**src/sv/cpc_pkg.sv**
```systemverilog
`timescale 1ns / 1ps
// ----------------------------------------------------------------------------
// cpc_pkg
// shared constants, types and state codes of the cosine prototype classifier
// ----------------------------------------------------------------------------
package cpc_pkg;

    localparam int DIM         = 1024;
    localparam int NUM_CLASSES = 16;
    localparam int ELEM_W      = 16;
    localparam int ACC_W       = 48;
    localparam int PROD_W      = 2 * ACC_W;
    localparam int CNT_W       = 16;
    localparam int ID_W        = 4;
    localparam int IDX_W       = 10;
    localparam int FUNC_W      = 2;
    localparam int SCORE_W     = 16;
    localparam int ADDR_W      = $clog2(DIM);
    localparam int QUOT_W      = 32;
    localparam int ROOT_W      = 15;
    localparam int REM_W       = PROD_W + QUOT_W - 1;
    localparam int STEP_W      = $clog2(ACC_W);

    localparam logic [PROD_W-1:0]  EPS_RAW   = PROD_W'(17592186);
    localparam logic [SCORE_W-1:0] SCORE_MAX = SCORE_W'(32768);
    localparam logic [CNT_W-1:0]   CNT_MAX   = {CNT_W{1'b1}};

    localparam logic [FUNC_W-1:0] FUNC_TRAIN    = 2'd0;
    localparam logic [FUNC_W-1:0] FUNC_CLASSIFY = 2'd1;
    localparam logic [FUNC_W-1:0] FUNC_CLEAR    = 2'd2;

    localparam logic KIND_TRAIN    = 1'b0;
    localparam logic KIND_CLASSIFY = 1'b1;

    typedef struct packed {
        logic                     active;
        logic                     train;
        logic [ID_W-1:0]          cls;
        logic [IDX_W-1:0]         idx;
        logic signed [ELEM_W-1:0] value;
        logic [CNT_W-1:0]         cnt;
    } token_t;

    typedef struct packed {
        logic clear_all;
        logic load;
        logic shift;
    } cell_ctrl_t;

    typedef struct packed {
        logic             valid;
        logic [CNT_W-1:0] cnt;
        logic [ACC_W-1:0] dot;
        logic [ACC_W-1:0] pnorm;
    } rec_t;

    typedef enum logic [2:0] {
        ST_IDLE,
        ST_CHAIN,
        ST_LOAD,
        ST_PICK,
        ST_WAIT,
        ST_SHIFT,
        ST_OUT
    } top_state_t;

    typedef enum logic [2:0] {
        SC_IDLE,
        SC_MULN,
        SC_MULD,
        SC_DIV,
        SC_SQRT,
        SC_DONE
    } score_state_t;

endpackage

```
**src/sv/cpc_score.sv**
```systemverilog
`timescale 1ns / 1ps
// ----------------------------------------------------------------------------
// cpc_score
// serial cosine score: shift-add products, restoring divide, bitwise root
// ----------------------------------------------------------------------------
module cpc_score (
    input  logic                      clk,
    input  logic                      rst_n,
    input  logic                      start,
    input  logic [cpc_pkg::ACC_W-1:0] dot,
    input  logic [cpc_pkg::ACC_W-1:0] qnorm,
    input  logic [cpc_pkg::ACC_W-1:0] pnorm,
    output logic                      busy,
    output logic                      done,
    output logic [cpc_pkg::SCORE_W-1:0] score
);
    import cpc_pkg::*;

    score_state_t        state_reg, state_next;
    logic [PROD_W-1:0]   a_reg, a_next;
    logic [ACC_W-1:0]    b_reg, b_next;
    logic [PROD_W-1:0]   acc_reg, acc_next;
    logic [STEP_W-1:0]   step_reg, step_next;
    logic [ACC_W-1:0]    d_reg, d_next;
    logic [PROD_W-1:0]   n_reg, n_next;
    logic [REM_W-1:0]    rem_reg, rem_next;
    logic [REM_W-1:0]    dv_reg, dv_next;
    logic [QUOT_W-1:0]   q_reg, q_next;
    logic [ROOT_W-1:0]   s_reg, s_next;
    logic [ROOT_W-1:0]   m_reg, m_next;
    logic [SCORE_W-1:0]  score_reg, score_next;

    logic [PROD_W-1:0]   acc_sum;
    logic [ROOT_W-1:0]   t;
    logic [2*ROOT_W-1:0] tt;
    logic                ge;

    always_comb
    begin
        acc_sum = b_reg[0] ? acc_reg + a_reg : acc_reg;
        ge      = rem_reg >= dv_reg;
        t       = s_reg | m_reg;
        tt      = t * t;

        state_next = state_reg;
        a_next     = a_reg;
        b_next     = b_reg;
        acc_next   = acc_reg;
        step_next  = step_reg;
        d_next     = d_reg;
        n_next     = n_reg;
        rem_next   = rem_reg;
        dv_next    = dv_reg;
        q_next     = q_reg;
        s_next     = s_reg;
        m_next     = m_reg;
        score_next = score_reg;
        done       = 1'b0;

        case (state_reg)
            SC_IDLE:
            begin
                if (start)
                begin
                    d_next     = dot[ACC_W-1] ? (~dot) + 1'b1 : dot;
                    a_next     = PROD_W'(qnorm);
                    b_next     = pnorm;
                    acc_next   = '0;
                    step_next  = STEP_W'(ACC_W - 1);
                    state_next = SC_MULN;
                end
            end
            SC_MULN:
            begin
                acc_next  = acc_sum;
                a_next    = a_reg << 1;
                b_next    = b_reg >> 1;
                step_next = step_reg - 1'b1;
                if (step_reg == '0)
                begin
                    n_next     = (acc_sum < EPS_RAW) ? EPS_RAW : acc_sum;
                    a_next     = PROD_W'(d_reg);
                    b_next     = d_reg;
                    acc_next   = '0;
                    step_next  = STEP_W'(ACC_W - 1);
                    state_next = SC_MULD;
                end
            end
            SC_MULD:
            begin
                acc_next  = acc_sum;
                a_next    = a_reg << 1;
                b_next    = b_reg >> 1;
                step_next = step_reg - 1'b1;
                if (step_reg == '0)
                begin
                    rem_next   = REM_W'(acc_sum) << 30;
                    dv_next    = REM_W'(n_reg) << (QUOT_W - 1);
                    q_next     = '0;
                    step_next  = STEP_W'(QUOT_W - 1);
                    state_next = SC_DIV;
                end
            end
            SC_DIV:
            begin
                if (ge)
                begin
                    rem_next = rem_reg - dv_reg;
                end
                q_next    = {q_reg[QUOT_W-2:0], ge};
                dv_next   = dv_reg >> 1;
                step_next = step_reg - 1'b1;
                if (step_reg == '0)
                begin
                    s_next     = '0;
                    m_next     = ROOT_W'(1) << (ROOT_W - 1);
                    state_next = SC_SQRT;
                end
            end
            SC_SQRT:
            begin
                if (q_reg[QUOT_W-1:QUOT_W-2] != 2'b00)
                begin
                    score_next = SCORE_MAX;
                    state_next = SC_DONE;
                end
                else
                begin
                    if (QUOT_W'(tt) <= q_reg)
                    begin
                        s_next = t;
                    end
                    m_next = m_reg >> 1;
                    if (m_reg[0])
                    begin
                        score_next = SCORE_W'((QUOT_W'(tt) <= q_reg) ? t : s_reg);
                        state_next = SC_DONE;
                    end
                end
            end
            SC_DONE:
            begin
                done       = 1'b1;
                state_next = SC_IDLE;
            end
            default:
            begin
                state_next = SC_IDLE;
            end
        endcase
    end

    always_ff @(posedge clk or negedge rst_n)
    begin
        if (!rst_n)
        begin
            state_reg <= SC_IDLE;
        end
        else
        begin
            state_reg <= state_next;
        end
    end

    always_ff @(posedge clk)
    begin
        a_reg     <= a_next;
        b_reg     <= b_next;
        acc_reg   <= acc_next;
        step_reg  <= step_next;
        d_reg     <= d_next;
        n_reg     <= n_next;
        rem_reg   <= rem_next;
        dv_reg    <= dv_next;
        q_reg     <= q_next;
        s_reg     <= s_next;
        m_reg     <= m_next;
        score_reg <= score_next;
    end

    assign busy  = state_reg != SC_IDLE;
    assign score = score_reg;

endmodule

```
**config.mk**
```make
export PLATFORM = sky130hd
export DESIGN_NAME = cpc_score
export DESIGN_NICKNAME = d
export VERILOG_FILES = /design/src/sv/cpc_pkg.sv /design/src/sv/cpc_score.sv
export SDC_FILE = /design/constraint.sdc
export NUM_CORES = 2
export LEC_CHECK = 0
export BUFFER_PORTS_ARGS = -buffer_cell sky130_fd_sc_hd__buf_2
export CAP_MARGIN = 20
export CORE_AREA = 2 2 387 389
export DETAILED_ROUTE_END_ITERATION = 12
export DIE_AREA = 0 0 389 391
export MAX_ROUTING_LAYER = met4
export PLACE_DENSITY = 0.46
export REMOVE_ABC_BUFFERS = 1
export SLEW_MARGIN = 20
export SYNTH_ARGS = -nofsm -noshare
export SYNTH_HDL_FRONTEND = slang
export SYNTH_SLANG_ARGS = --single-unit
```
**constraint.sdc**
```tcl
create_clock -name clk -period 20.6 [get_ports clk]
set_clock_uncertainty 0.2 [all_clocks]
set_input_delay 4.12 -clock clk [delete_from_list [all_inputs] [get_ports clk]]
set_output_delay 4.12 -clock clk [all_outputs]
set_load 0.02 [all_outputs]
```
[Word level (Yosys, flattened, before mapping)]
Index checks and enable logic that the tools add are counted.
Cells by class
  $add $sub $neg: 4
  multiply operators: 1
  $lt $le $gt $ge: 3
  equality and inequality tests: 13
  muxes and demuxes: 39
  bitwise operators: 2
  reductions and logical operators: 19
Operator list (number)
  $pmux 96 s3: 2
  $pmux 127 s2: 2
  $mux 96: 5
  $mux 127: 3
  $pmux 48 s3: 1
  $ge 127x127->1: 1
  $sub 127x127->127: 1
  $add 96x96->96: 1
  $lt 96x25->1 const B: 1
  $mux 48: 2
  $mux 15: 6
  $pmux 32 s2: 1
  $pmux 15 s2: 2
  $add 48x1->48 const B: 1
  $not 48->48: 1
  $mux 47: 1
  $le 30x32->1: 1
  $mux 32: 1
  $mul 15x15->30: 1
  $pmux 6 s4: 1
  $mux 3: 6
  $mux 6: 3
  $mux 16: 1
  $or 15x15->15: 1
  other kinds (17): 35
Storage, ports and cells
  flip-flop bits (word level): 725
  input port bits: 147

[Logic depth before layout (Yosys ltp)]
  depth in word-level cells: 6
  gate-level depth with buffers: 43
  gate-level depth less buffers: 41

[Worst setup path before layout]
OpenSTA, ideal clock, no wires.
  kind: reg2reg
  start: register step_reg[2]
  end: register rem_reg[0], enable pin
  arrival time: 13.541 ns
  data required time: 19.592 ns
  path slack: 6.051 ns
  cell stages (with the launch flop): 5
  buffers on the path: 0
  period minus slack after synthesis: 14.549 ns
  path through: edfxtp_1 > nor3_1 > and3b_1 > o211a_1 > a21boi_0
Between the ends
  cells in the longest elaborated chain, start to end: 3
RTL lines
  start: declaration: line cpc_score.sv:23  | logic [STEP_W-1:0] step_reg, step_next;
  start signal: assignment: line cpc_score.sv:170  | step_reg <= step_next;
  $logic_not 6->1: line cpc_score.sv:95  | if (step_reg == '0)
  $ne 2x2->1 (no source line)
  $reduce_and 3->1 (no source line)
  end signal: assignment: line cpc_score.sv:173  | rem_reg <= rem_next;
  end: declaration: line cpc_score.sv:26  | logic [REM_W-1:0] rem_reg, rem_next;
Every way passes these cells.
A chain may end at the register's enable or synchronous reset.

[Worst setup path after layout]
  start: register m_reg[3]
  end: register s_reg[1], enable pin
Between the ends
  cells in the longest elaborated chain, start to end: 5
RTL lines
  start: declaration: line cpc_score.sv:30  | logic [ROOT_W-1:0] m_reg, m_next;
  start signal: assignment: line cpc_score.sv:177  | m_reg <= m_next;
  $or 15x15->15: line cpc_score.sv:42  | t = s_reg | m_reg;
  $mul 15x15->30: line cpc_score.sv:43  | tt = t * t;
  $le 30x32->1: line cpc_score.sv:129  | if (QUOT_W'(tt) <= q_reg)
  $ne 2x2->1 (no source line)
  $reduce_and 4->1 (no source line)
  end signal: assignment: line cpc_score.sv:176  | s_reg <= s_next;
  end: declaration: line cpc_score.sv:29  | logic [ROOT_W-1:0] s_reg, s_next;
Every way passes these cells.

==> results.py <==
metrics = {
    "status": {
        "outcome": "finished clean",
    },
    "global_routing": {
        "grt_overflow_total": 0,
        "grt_start_max_net_pins": 214,
        "grt_usage_pct": 20.3,
        "antenna_found_initial": 4,
        "grt_pass1_vias": 38819,
        "grt_pass1_wl_um": 234000,
    },
    "power": {
        "total_power_uw": 10500,
        "seqPwrFrac_pct": 27.1,
        "share_comb_of_total_power_pct": 58.0,
        "power.net_switching_uw": 4950,
        "worst_ir_drop_vdd_mv": 0.119,
        "swShare_pct": 47.0,
        "clock_power_share_pct": 14.8,
        "power.internal_uw": 5590,
        "pwr_density_cell_mw_per_mm2": 185,
        "total_leakage_power_uw": 0.0234,
    },
    "run": {
        "max_cap_violations": 0,
    },
    "floorplan": {
        "chipHeight_um": 391,
        "placeableCoreArea_mm2": 0.149,
        "floorplan.die_area_mm2": 0.152,
        "floorplan.initialDensity_pct": 34.6,
        "rows": 142,
        "die_w_um": 389,
        "ios": 165,
    },
    "setup_path": {
        "worst_path_dominant_cell_family": "compound AO/OA/AOI/OAI gates",
        "crit-reg2reg-launch": "m_reg[3]",
        "cp_num_buf_inv": 6,
        "type_of_the_worst_setup_path": "reg -> reg",
        "critical_path_endpoint_category": "register",
        "slowest_delay_ns": 0.70,
        "critical_path.startpoint_type": "register",
        "critical_path_rt_ns": 20.71,
        "cp_data_arrival_time_ns": 10.72,
        "worst_setup_path_startpoint": "m_reg[3]",
        "worst-path-max-fanout": 16,
        "slowest_stage": "sky130_fd_sc_hd__o21a_1",
    },
    "timing": {
        "period_share_pct": 51.5,
        "maxSlewViolCount": 0,
        "worstMarginPinSlew_ns": 1.15,
        "rsz0062_at_grt": "no",
        "clock.fmax_ghz": 0.0942,
        "finalSetupViolCount": 0,
        "setup_tns_ns": 0,
        "finalCriticalPeriod_ns": 10.61,
        "relSlewSlack_pct": 23.0,
        "timing_hold_violations_final": 0,
        "final.hold.worst_slack_ns": 0.298,
    },
    "logic_synthesis": {
        "ys.warnings.count": 0,
        "synth.avg_cell_area_um2": 9.66,
        "asyncSetResetFlopFracSynth_pct": 0.414,
        "count_of_different_cell_masters_after_synthesis": 95,
        "synth-seq-area-share_pct": 42.3,
        "synth_cells": 5325,
        "synth_area_mm2": 0.0514,
        "synth_seq_cells": 725,
        "synth_ff_type": "sky130_fd_sc_hd__edfxtp_1",
        "synth_enable_flop_cells": 722,
    },
    "clocking": {
        "worst_setup_hold_path_clk_slew_ns": 0.06,
        "cts-root-buf": "sky130_fd_sc_hd__clkbuf_16",
        "cts.hold.buffers_added": 0,
        "tritoncts_sink_count": 725,
        "tritoncts_clock_tree": "built",
        "cts-buffers-inserted": 90,
        "cts.repair_timing.setup_buffer_count": 0,
        "htree_levels": 3,
        "max-clock-path-buffers": 3,
        "cts_repair_resize_count": 0,
        "clk-insertion-delay-late_ns": 0.71,
    },
    "placed_design": {
        "gpl.final_weighted_congestion": 0.907,
        "dp_hpwl_um": 115000,
        "dpl_cell_area_mm2": 0.0541,
        "port-buffer-count": 164,
        "dp_cells": 7217,
    },
    "cells_and_area": {
        "area.sequential_mm2": 0.0218,
        "drive_gt1_share_pct": 7.90,
        "stdcell_area_mm2": 0.0570,
        "finalNetCount": 5994,
        "area_growth_pct": 10.8,
        "final-instance-count-excl-fill": 7380,
        "final.fill_count": 15087,
        "area_of_the_multi_input_gates_mm2": 0.0269,
        "most-common-layout-cells": "722 x sky130_fd_sc_hd__edfxtp_1, 539 x sky130_fd_sc_hd__nor2_1, 476 x sky130_fd_sc_hd__inv_1, 448 x sky130_fd_sc_hd__a21oi_1, 428 x sky130_fd_sc_hd__nand2_1",
        "mostFrequentLayoutCell": "sky130_fd_sc_hd__edfxtp_1",
    },
    "route": {
        "drt_first_pass_iters": 6,
        "avgRoutedWirePerCell_um": 20.6,
        "wirelength_um": 152000,
        "drt_iter0_drc": 2545,
        "remaining_drc_errors": 0,
        "via_count": 39504,
        "drt-vias-per-instance": 5.35,
        "drt.antenna.violating_nets": 0,
    },
    "hold_path": {
        "holdCritStartpoint": "n_reg[47]",
        "timing.hold.worst.class": "reg -> reg",
    },
}
[tightest hold or removal path: cells and delay by family (launching register included)]
kind | cells | cell delay [ns]
DFF | 1 | 0.32
and+or+nand+nor | 1 | 0.04
AOI/OAI and AO/OA | 1 | 0.06
[stage by stage]
stage | utilization [%] | setup slack (ns)
global route | 38.4 | 9.22
global placement | 36.5 | 10.20
floorplan | - | 5.86
CTS | 38.4 | 10.02
detailed placement | 36.5 | 10.04
finish | 38.4 | 9.99
[cells by family (layout without fill, tap and decap cells)]
group | count (synthesis) | after routing | share of synthesized area [%]
buf+inv | 746 | 853 | 5.48
flops | 725 | 725 | 42.3
mux | 54 | 54 | 1.08
other cells | 0 | 4 | 0
simple gates | 1666 | 1666 | 15.5
fa+ha+maj | 482 | 482 | 13.8
xor+xnor | 253 | 253 | 4.31
compound gates | 1399 | 1399 | 17.5
[cell type report]
class                      count  share of cell area, %
antenna                        4                 0.0176
clock buffer                 112                   4.13
timing repair buffer         213                   2.15
clock inverter                47                  0.863
multi-input combinational   3854                   47.2
inverter                     481                   3.17
tap                         1944                   4.27
sequential                   725                   38.2
[power by group through the flow]
stage / Clock [uW] / Combinational (uW) / Sequential, uW
floorplan: 0 / 4300 / 2920
finish: 1560 / 6120 / 2860
global route: 1670 / 6780 / 2910
global placement: 0 / 6080 / 2880
detailed placement: 0 / 6100 / 2880
CTS: 1610 / 6120 / 2860
[synthesized netlist by cell type (28+ instances only)]
library cell | instances | share of area, %
sky130_fd_sc_hd__a21o_1 | 173 | 2.5
sky130_fd_sc_hd__a21oi_1 | 448 | 4.4
sky130_fd_sc_hd__a221o_1 | 96 | 1.9
sky130_fd_sc_hd__a31oi_1 | 48 | 0.58
sky130_fd_sc_hd__and2_1 | 104 | 1.3
sky130_fd_sc_hd__and3_1 | 85 | 1.0
sky130_fd_sc_hd__clkbuf_1 | 242 | 1.8
sky130_fd_sc_hd__edfxtp_1 | 722 | 42
sky130_fd_sc_hd__fa_1 | 141 | 5.5
sky130_fd_sc_hd__ha_1 | 341 | 8.3
sky130_fd_sc_hd__inv_1 | 477 | 3.5
sky130_fd_sc_hd__mux2i_1 | 41 | 0.80
sky130_fd_sc_hd__nand2_1 | 431 | 3.1
sky130_fd_sc_hd__nand2b_1 | 40 | 0.49
sky130_fd_sc_hd__nand3_1 | 79 | 0.77
sky130_fd_sc_hd__nand4_1 | 101 | 1.2
sky130_fd_sc_hd__nor2_1 | 539 | 3.9
sky130_fd_sc_hd__nor2b_1 | 52 | 0.63
sky130_fd_sc_hd__nor3_1 | 87 | 0.85
sky130_fd_sc_hd__o21a_1 | 36 | 0.53
sky130_fd_sc_hd__o21ai_0 | 320 | 3.1
sky130_fd_sc_hd__o21bai_1 | 45 | 0.66
sky130_fd_sc_hd__or3_1 | 28 | 0.34
sky130_fd_sc_hd__xnor2_1 | 172 | 2.9
sky130_fd_sc_hd__xor2_1 | 81 | 1.4
[per-layer routing]
layer  vias up  track usage (%)  wire length [um]
met3       189             2.30              5940
li1      19302                -                 -
met4         0             5.74              3960
met2       809             30.9             67900
met1     19204             28.5             74200
met5         -                -                 0
[path summary, 6_finish.rpt]
check,cells after the start,slack (ns),end
worst max-delay path,35,9.99,s_reg[1]
worst min-delay path,2,0.30,dv_reg[78]
worst max register to register,35,9.99,s_reg[1]
worst min register to register,2,0.30,dv_reg[78]
max in group asynchronous,1,17.06,state_reg[1]
min in group asynchronous,1,3.02,state_reg[0]
No activity file was read; power rests on OpenSTA's default activity.
